[config.mk]
export PLATFORM = sky130hd
export DESIGN_NAME = imu_ctrl
export DESIGN_NICKNAME = d
export VERILOG_FILES = /design/src/rtl/imu_pkg.sv /design/src/rtl/imu_ctrl.sv
export SDC_FILE = /design/constraint.sdc
export NUM_CORES = 1
export LEC_CHECK = 0
export BUFFER_PORTS_ARGS = -buffer_cell sky130_fd_sc_hd__buf_4
export CAP_MARGIN = 20
export CORE_AREA = 2 2 39 41
export CTS_BUF_LIST = sky130_fd_sc_hd__clkbuf_4 sky130_fd_sc_hd__clkbuf_8
export DETAILED_ROUTE_END_ITERATION = 6
export DIE_AREA = 0 0 41 43
export HOLD_SLACK_MARGIN = 0.15
export PLACE_DENSITY = 0.34
export SYNTH_ARGS = -nofsm -noshare
export SYNTH_HDL_FRONTEND = slang
export SYNTH_SLANG_ARGS = --single-unit
[constraint.sdc]
create_clock -name clk -period 1.95 [get_ports clk]
set_input_delay 0.0975 -clock clk [delete_from_list [all_inputs] [get_ports clk]]
set_output_delay 0.0975 -clock clk [all_outputs]
set_load 0.005 [all_outputs]
[src/rtl/imu_pkg.sv]
// imu_pkg: shared types and constants for the ising metropolis update block
// no dependencies; imported by the interfaces, controller and datapath
package imu_pkg;

  localparam int ROW_W = 6;
  localparam int ROW_SPAN = 2 ** ROW_W;
  localparam int FRAC_W = 16;
  localparam int DE_W = 5;
  localparam int MAG_W = 14;
  localparam int CFG_IDX_W = 1;
  localparam int CFG_DATA_W = 16;

  localparam logic OP_WRITE = 1'b0;
  localparam logic OP_UPDATE = 1'b1;

  localparam logic [CFG_IDX_W-1:0] REG_THR_FOUR = 1'b0;
  localparam logic [CFG_IDX_W-1:0] REG_THR_EIGHT = 1'b1;

  localparam logic [FRAC_W-1:0] THR_FOUR_RESET = 16'd4554;
  localparam logic [FRAC_W-1:0] THR_EIGHT_RESET = 16'd316;

  localparam logic signed [5:0] DE_FOUR = 6'sd4;
  localparam logic signed [5:0] DE_EIGHT = 6'sd8;
  localparam logic signed [5:0] DE_BASE = 6'sd8;

  localparam int MAG_MAX = 8191;
  localparam int MAG_MIN = -8192;

  typedef struct packed {
    logic clear;   // clearing pass, one row per cycle
    logic idle;    // read addresses come from the input request
    logic load;    // request accepted this cycle
    logic latch;   // first neighbor row arrives
    logic commit;  // decide, write back, load result
  } imu_cmd_t;

  typedef struct packed {
    logic clear_last;
    logic out_free;
  } imu_status_t;

endpackage

[src/rtl/imu_ctrl.sv]
// imu_ctrl: sequencer for clearing, row fetch and commit
// depends on imu_pkg for the command and status structs
module imu_ctrl
  import imu_pkg::*;
(
  input  logic        clk,
  input  logic        rst_n,
  input  logic        in_valid,
  output logic        in_ready,
  input  imu_status_t status,
  output imu_cmd_t    cmd
);
  typedef enum logic [1:0] {ST_CLEAR, ST_IDLE, ST_FETCH, ST_EXEC} state_t;

  state_t state_r, state_nxt;

  always_comb begin
    state_nxt = state_r;
    case (state_r)
      ST_CLEAR: if (status.clear_last) state_nxt = ST_IDLE;
      ST_IDLE:  if (in_valid) state_nxt = ST_FETCH;
      ST_FETCH: state_nxt = ST_EXEC;
      ST_EXEC:  if (status.out_free) state_nxt = ST_IDLE;
      default:  state_nxt = ST_CLEAR;
    endcase
  end

  always_ff @(posedge clk) begin
    if (!rst_n) begin
      state_r <= ST_CLEAR;
    end else begin
      state_r <= state_nxt;
    end
  end

  assign in_ready   = (state_r == ST_IDLE);
  assign cmd.clear  = (state_r == ST_CLEAR);
  assign cmd.idle   = (state_r == ST_IDLE);
  assign cmd.load   = (state_r == ST_IDLE) && in_valid;
  assign cmd.latch  = (state_r == ST_FETCH);
  assign cmd.commit = (state_r == ST_EXEC) && status.out_free;
endmodule

======== After elaboration in Yosys (flattened, before gate mapping) ========
Index checks and enable logic that the tools add are counted.
operators by class
  equal/unequal tests ..................... 6
  mux-type cells .......................... 4
  reduce and logical (&&, ||, !) cells .... 4
operators by type and width
  cell                count
  $pmux 2 s4          1
  $mux 2              3
  $ne 2x2->1 const B  3
  $eq 2x2->1 const B  2
  $reduce_and 3->1    1
  $eq 2x1->1 const B  1
  $logic_and 1x1->1   2
  $logic_not 2->1     1
word-level totals
  register bits ........................... 2
  input bits .............................. 5
  output and inout bits ................... 6

======== Depth between registers and ports, before layout ========
Gate-level depths: netlist (run 1).
  depth in word-level cells ............... 3
  mapped depth ............................ 4
  depth with buffers taken out ............ 4

======== Worst setup path before layout (run 1) ========
No wires, ideal clock.
  kind .................................... flip-flop to flip-flop
  start point ............................. reg state_r[0]
  end point ............................... reg state_r[0]
  library setup time ...................... 72 ps
  arrival ................................. 1338 ps
  data required time ...................... 1878 ps
  slack ................................... 541 ps
  cell stages (with the launch flop) ...... 5
  cells stage by stage .................... dfxtp_1 inv_1 ha_1 a222oi_1 mux2i_1
RTL lines
  what                    RTL line        source
  from (decl)             imu_ctrl.sv:15  state_t state_r, state_nxt;
  from (signal assigned)  imu_ctrl.sv:32  state_r <= state_nxt;

======== Worst setup path in the final report (run 1) ========
  start point ............................. reg state_r[0]
  end point ............................... reg state_r[1]
between the ends
  cells in the longest elaborated chain, start to end .. 3
  elaborated cells between the ends (all ways) .. 9
  classes of those cells .................. eq/ne (6); mux (1); reduce/logical (2)
ends and longest elaborated chain
  what                                      RTL line        source
  $eq 2x2->1, or another cell as far along  imu_ctrl.sv:19  case (state_r)
  $ne 2x2->1 (no source line)               --
  $reduce_and 3->1 (no source line)         --
Several ways; a longest one is shown, not always the timed one.
A chain may end at the register's enable or synchronous reset.

==> impl_results.md, run 1 <==
* Status: completed
* Fillers at 159
* Final #Nets at 46
* Crit Path Category: flip-flop to flip-flop
* Critical path startpoint category: flip-flop
* CTS tree: done
* Syn_nets at 32
* Post-synthesis register bit count at 2
* Ys Warns at 0
* HP Class: primary input to flip-flop
* Slew HR at 65.3%
* Die Span X at 41 µm
* Num ports at 11
* Largest regs: state_r (2)
* Congestion Overflow GR at 0
* Num CTS Buffers at 3
* Final Cell Area at 300 µm²
* Clock share of power at 27.0%
* RSZ-0062 raised after global routing: no
* Setup violators final at 0
* Final Max Slew Viols at 0
* Area grow syn2layout at 57.9%
* Power Density at 1090 mW/mm²
* Count of hold buffers inserted by post-cts repair at 0
* Max Cap Violations at 0
* Avg Inst Size Synth at 8.64 µm²
* Initial antenna violation count at 0
* Required @ worst endpoint at 2.09 ns
* Synth area leader: ha_1
* Hold Slack at 0.169 ns
* Row cnt at 14
* Clk sinks at 2
* Register area at 40.0 µm²
* Residual DRC at 0
* Most flop-heavy register: state_r
* Final ANT Viol Nets at 0
* Sequential area share after synthesis at 21.1%
* Period utilisation layout at 78.9%
* Sequential share of power at 22.4%
* Hold Vio Cnt, Final at 0
* Post-CTS Setup Bufs at 0
* Dpl hpwl at 352 µm
* Routed Wire Length at 413 µm
* CTS Root Cell: clkbuf_4
* Die height at 43 µm
* Total track usage at 6.01%
* Max reg flops at 2
* Combinational Power Share at 50.7%
* Antenna Cells at 0
* Drt wl/cell at 8.26 µm
* Most frequent cells in the layout: buf_4, inv_1, ha_1
* Core area at 0.00138 mm²
* Multi-input logic area at 124 µm²
* Clock Latency Late Sink at 0.22 ns
* Layout cells sized above 1 at 41.2%
* Iter 0 DRT Violations at 7
* Vias in the first global route at 163
* Routability cong. at 0.577
* Crit end category: flip-flop
* Placed Area at 278 µm²
* Setup TNS Final at 0 ns
* Crit-path max FO at 5
* Drt pass-1 iters at 4
* Most common cell after layout, fill and taps aside: buf_4
* Worst-path clk slew at 0.03 ns
* I/O Buffers at 10
* Final Skew at 0.00243 ns
* Peak supply drop at 0.454 mV
* Max Fclk at 0.650 GHz
* Shortest period the worst path allows at 1.54 ns
* H-tree levels at 1
* Vias per cell at 3.50
* Worst Slack Setup Final at 0.412 ns
* Sw Pwr at 107 µW
* Internal power at 220 µW
* Post-CTS sizing at 0
* Cell Area, Synth at 190 µm²
* Clock buffer depth at 2
* Worst-margin pin slew at 0.520 ns
* Initial Util at 13.7%
* First-pass GRT wire length at 634 µm
* Sw frac at 32.8%
* Top-area cell type share of the netlist area at 32.9%
* Yosys cell types at 10
* Routed via count at 175
* Syn Inst Count at 22
* Die area at 0.00176 mm²
* WP data arrival at 1.68 ns
* Dpl ws at 0.400 ns
* Largest net degree at the start of global routing at 6
* Leakage at 0.000168 µW
* Total power after layout at 327 µW
* Area contributors post-synth: ha_1, dfxtp_1, mux2i_1, inv_1, nand2_1
==> logic make-up (layout without fill, tap and decap cells) <==
logic type,count (synthesis),in the layout,synth area share [%]
adder cells (fa/ha/maj),5,5,32.9
AND/OR/NAND/NOR,6,6,16.5
AO/OA/AOI/OAI,1,1,5.26
flip-flops,2,2,21.1
multiplexers,2,2,10.5
buffers and inverters,6,18,13.8
==> final cells by class <==
cell class                      instances  area share (%)
Multi-Input combinational cell         14            41.3
Timing Repair Buffer                   10            25.0
Sequential cell                         2            13.3
Clock buffer                            3            7.50
Tap cell                               16            6.67
Inverter                                5            6.25
==> metal layers <==
metal	GRT usage, %	up-vias	part of all wire [%]
met5	0	-	0
li1	-	91	-
met2	7.81	11	45
met4	4.00	0	0
met1	5.41	73	42
met3	6.28	0	13
==> power groups by stage <==
stage	sequential, µW	clock, µW	combinational (µW)
finish	73.2	88.1	166
global route	77.3	107	191
CTS	73.2	93.9	169
detailed placement	73.8	0	169
global placement	71.5	0	172
floorplan	69.4	0	103
==> synthesized netlist by cell type <==
cell and instances:
a222oi_1 1, and2_1 1, and2_2 1, buf_4 1, dfxtp_1 2, ha_1 5
inv_1 5, mux2i_1 2, nand2_1 3, nand2b_1 1
==> critical path, stage by stage (launching register included) <==
cell and delay, ns:
dfxtp_1 0.39, inv_1 0.09, ha_1 0.22, a222oi_1 0.53, mux2i_1 0.24
==> metrics by stage <==
step / util, % / std cells
after detailed placement: 20.1 / 47
final: 21.7 / 50
after floorplan: - / 22
after global placement: 20.1 / 47
after global routing: 21.7 / 50
after CTS: 21.7 / 50
==> worst paths after layout <==
path,startpoint,cells after the start,end,slack (ns)
worst max-delay path,state_r[0],4,state_r[1],0.41
worst min-delay path,rst_n,3,state_r[0],0.17
worst max register to register,state_r[0],4,state_r[1],0.41
worst min register to register,state_r[1],2,state_r[1],0.51
No activity file was read; power rests on OpenSTA's default activity.
==> run 2: changes to the inputs <==
--- a/config.mk
+++ b/config.mk
@@ -12,7 +12,7 @@
 export DETAILED_ROUTE_END_ITERATION = 6
 export DIE_AREA = 0 0 41 43
 export HOLD_SLACK_MARGIN = 0.15
-export PLACE_DENSITY = 0.34
+export PLACE_DENSITY = 0.35
 export SYNTH_ARGS = -nofsm -noshare
 export SYNTH_HDL_FRONTEND = slang
 export SYNTH_SLANG_ARGS = --single-unit
==> constraint.sdc (replaced) <==
create_clock -name clk -period 1.4 [get_ports clk]
set_input_delay 0.07 -clock clk [delete_from_list [all_inputs] [get_ports clk]]
set_output_delay 0.07 -clock clk [all_outputs]
set_load 0.005 [all_outputs]
==> impl_results.md, run 2 (synthesized netlist as in run 1, its figures left out) <==
* Slew HR at 82.6%
* Power Density at 1540 mW/mm²
* Worst Hold Launch: status[0]
* I/O Buffers at 10
* Hold Vio Cnt, Final at 0
* R2R Path Start: state_r[0]
* Num ports at 11
* Crit-path max FO at 4
* CTS Root Cell: clkbuf_4
* Peak supply drop at 0.540 mV
* Clock buffer depth at 2
* Iter 0 DRT Violations at 2
* Clock Latency Late Sink at 0.22 ns
* Max reg flops at 2
* Placed Area at 293 µm²
* Area grow syn2layout at 80.9%
* Final #Nets at 50
* Routability cong. at 0.566
* RSZ-0062 raised after global routing: no
* Hold Slack at 0.359 ns
* Row cnt at 14
* Fillers at 157
* Leakage at 0.000183 µW
* Crit Path Category: flip-flop to flip-flop
* Congestion Overflow GR at 0
* H-tree levels at 1
* Worst R2R Setup Slack at 0.08 ns
* Max Fclk at 0.755 GHz
* Crit end category: flip-flop
* Die Span X at 41 µm
* Routed via count at 197
* Hold Path Stages at 5
* Residual DRC at 0
* Non-Filler Instances at 54
* Vias in the first global route at 200
* Layout cells sized above 1 at 57.9%
* Final Max Slew Viols at 0
* Period utilisation layout at 94.6%
* Routed Wire Length at 487 µm
* Setup violators final at 0
* Final Skew at 0.00262 ns
* Worst-path clk slew at 0.03 ns
* Final Cell Area at 344 µm²
* Total track usage at 6.91%
* Critical path startpoint category: flip-flop
* Die height at 43 µm
* CTS tree: done
* Hold Crit Endpoint: state_r[0]
* Antenna Cells at 0
* Shortest period the worst path allows at 1.32 ns
* First-pass GRT wire length at 779 µm
* Clk sinks at 2
* Most frequent cells in the layout: buf_4, inv_1, nand2_1, ha_2, clkbuf_4
* HP Class: primary input to flip-flop
* Most common cell after layout, fill and taps aside: buf_4
* Vias per cell at 3.65
* Initial antenna violation count at 0
* Drt pass-1 iters at 4
* Setup TNS Final at 0 ns
* Largest net degree at the start of global routing at 5
* Worst-margin pin slew at 0.262 ns
* Final core occ at 24.9%
* Most flop-heavy register: state_r
* Required @ worst endpoint at 1.54 ns
* Dpl hpwl at 371 µm
* Cells after DPL at 49
* Die area at 0.00176 mm²
* Num CTS Buffers at 3
* Initial Util at 13.7%
* Cell depth of the worst flop-to-flop path at 5
* Status: completed
* Largest regs: state_r (2)
* Drt wl/cell at 9.02 µm
* Max Cap Violations at 0
* Core area at 0.00138 mm²
* WP data arrival at 1.46 ns
* Final ANT Viol Nets at 0
* Reg-to-reg endpoint: state_r[0]
==> run 2: timing repair <==
item	CTS	global route
endpoints found under the setup margin	2	2
hold buffers	1	0
setup buffers	1	0
resized for setup	2	4
endpoints found under the hold margin	2	0
pin swaps	1	1
==> run 2: layer usage <==
metal	vias up	GRT usage, %	part of all wire, %
met5	-	0	0
met4	0	8.00	0
met3	0	1.57	11
met2	11	8.75	44
met1	85	8.31	44
li1	101	-	-
==> run 2: per-stage QoR <==
stage	total power [µW]	worst slack [ns]
2_1_floorplan	240	0.00875
3_3_place_gp	366	-0.0422
3_5_place_dp	372	-0.0600
4_1_cts	540	0.00808
5_1_grt	591	0.00309
6_report	530	0.0757
==> run 2: where the power goes <==
group / total [µW] / switching [µW] / internal, µW
Sequential: 105 / 19.9 / 85.0
Clock: 128 / 32.9 / 94.6
Combinational: 298 / 117 / 181
Total: 530 / 170 / 360
==> run 2: worst max-delay path: stages (launching register included) <==
cell	delay [ns]
dfxtp_4	0.35
inv_1	0.06
ha_2	0.18
a222oi_1	0.30
buf_4	0.18
mux2i_1	0.17
==> run 2: worst max-delay path by stage <==
stage | from | endpoint | slack [ns]
floorplan | state_r[0] | state_r[0] | 0.009
global placement | state_r[0] | state_r[0] | -0.04
detailed placement | state_r[0] | state_r[1] | -0.06
CTS | state_r[0] | state_r[1] | 0.008
global route | state_r[1] | state_r[0] | 0.003
finish | state_r[0] | state_r[0] | 0.08
==> run 2: final cells by class <==
type                       instances  area (µm²)  share of cell area [%]
sequential                         2        43.8                    12.7
timing repair buffer              14         108                    31.3
clock buffer                       3        22.5                    6.55
tap                               16        20.0                    5.82
inverter                           5        18.8                    5.45
multi-input combinational         14         131                    38.2
==> run 3: changes to the inputs <==
==> constraint.sdc (replaced) <==
create_clock -name clk -period 1.4 [get_ports clk]
set_input_delay 0.14 -clock clk [delete_from_list [all_inputs] [get_ports clk]]
set_output_delay 0.14 -clock clk [all_outputs]
set_load 0.005 [all_outputs]
==> impl_results.md, run 3 (synthesized netlist as in run 1, its figures left out) <==
* WP data arrival at 1.46 ns
* Critical path startpoint category: flip-flop
* Setup violators final at 0
* Largest net degree at the start of global routing at 5
* CTS tree: done
* Final ANT Viol Nets at 0
* Initial antenna violation count at 0
* HP Class: primary input to flip-flop
* Dpl ws at -0.0600 ns
* Dpl hpwl at 371 µm
* Vias per cell at 3.68
* RSZ-0062 raised after global routing: no
* Slowest CP cell: dfxtp_4
* Shortest period the worst path allows at 1.32 ns
* Period utilisation layout at 94.6%
* Die height at 43 µm
* I/O Buffers at 10
* Total power after layout at 528 µW
* Crit-path cells: inv_1 -> ha_2 -> a222oi_1 -> buf_4 -> mux2i_1
* Most flop-heavy register: state_r
* Max reg flops at 2
* R2R Path Start: state_r[0]
* Core area at 0.00138 mm²
* H-tree levels at 1
* Crit Path Category: flip-flop to flip-flop
* Final #Nets at 49
* Vias in the first global route at 200
* Num CTS Buffers at 3
* Residual DRC at 0
* Routability cong. at 0.566
* Worst-margin pin slew at 0.262 ns
* Most common cell after layout, fill and taps aside: buf_4
* Status: completed
* Worst Hold Launch: rst_n
* Crit end category: flip-flop
* Crit-path max FO at 4
* Power Density at 1580 mW/mm²
* Max Fclk at 0.755 GHz
* Num ports at 11
* Peak supply drop at 0.540 mV
* Most frequent cells in the layout: buf_4, inv_1, nand2_1, ha_2, clkbuf_4
* Drt wl/cell at 9.04 µm
* Die area at 0.00176 mm²
* First-pass GRT wire length at 779 µm
* Max Cap Violations at 0
* Worst-path clk slew at 0.03 ns
* Cells after DPL at 49
* Max incr delay on CP at 0.35 ns
* Clk sinks at 2
* Final Skew at 0.00262 ns
* Non-Filler Instances at 53
* Final Max Slew Viols at 0
* Slew HR at 82.6%
* Leakage at 0.000179 µW
* Layout cells sized above 1 at 59.5%
* CTS Root Cell: clkbuf_4
* Hold Vio Cnt, Final at 0
* Routed via count at 195
* Row cnt at 14
* Required @ worst endpoint at 1.54 ns
* Routed Wire Length at 479 µm
* Setup TNS Final at 0 ns
* Critical path origin: state_r[0]
* Die Span X at 41 µm
* Clock buffer depth at 2
* Initial Util at 13.7%
* Worst Slack Setup Final at 0.0757 ns
* Antenna Cells at 0
* Clock Latency Late Sink at 0.22 ns
* Congestion Overflow GR at 0
* Area grow syn2layout at 75.7%
* Count of hold buffers inserted by post-cts repair at 0
* Iter 0 DRT Violations at 2
* Drt pass-1 iters at 4
* Largest regs: state_r (2)
* Total track usage at 6.91%
## run 3: cell types whose count changed in the layout (fill, tap and decap cells not counted)
| cell | delta |
|---|---|
| dlygate4sd3_1 | -1 |
## run 3: metal layers
metal,track usage (%),vias to the layer above,wire length [µm]
met1,8.31,85,207
met2,8.75,11,214
li1,-,99,-
met3,1.57,0,56
met5,0,-,0
met4,8.00,0,0
## run 3: layout make-up
| cell class | count | area, µm² |
|---|---|---|
| clock buffer | 3 | 22.5 |
| fill | 158 | 1050 |
| inverter | 5 | 18.8 |
| multi-input combinational | 14 | 131 |
| sequential | 2 | 43.8 |
| tap | 16 | 20.0 |
| timing repair buffer | 13 | 97.6 |
## run 3: final timing paths
kind	endpoint	slack, ns	cells past startpoint
setup / recovery	state_r[0]	0.08	5
hold / removal	state_r[0]	0.20	3
setup reg to reg	state_r[0]	0.08	5
hold reg to reg	state_r[1]	0.62	3
## run 3: timing repair
item / CTS / global route
endpoints found under the hold margin: 0 / 0
buffers inserted: 1 / 0
endpoints found under the setup margin: 2 / 2
pin swaps: 1 / 1
resized for setup: 2 / 4
## run 3: worst max-delay path: cells and delay by family (launching register included)
kind	cells	cell delay [ns]
adder cells (fa/ha/maj)	1	0.18
multiplexers	1	0.17
flip-flops	1	0.35
AO/OA/AOI/OAI	1	0.30
buffers and inverters	2	0.24
## run 3: stage by stage
step / utilization, % / instance area [µm²] / hold slack, ns
2_1_floorplan: - / 190 / 0.286
3_3_place_gp: 21.2 / 293 / 0.430
3_5_place_dp: 21.2 / 293 / 0.443
4_1_cts: 23.6 / 327 / 0.190
5_1_grt: 24.1 / 334 / 0.213
6_report: 24.1 / 334 / 0.204
## run 3: where the power goes
part | total [µW] | internal (µW) | switching [µW] | leakage (µW)
clock network | 128 | 94.6 | 32.9 | 0.0000138
logic | 296 | 179 | 117 | 0.000148
registers | 105 | 85.0 | 19.9 | 0.0000171
total | 528 | 359 | 169 | 0.000179
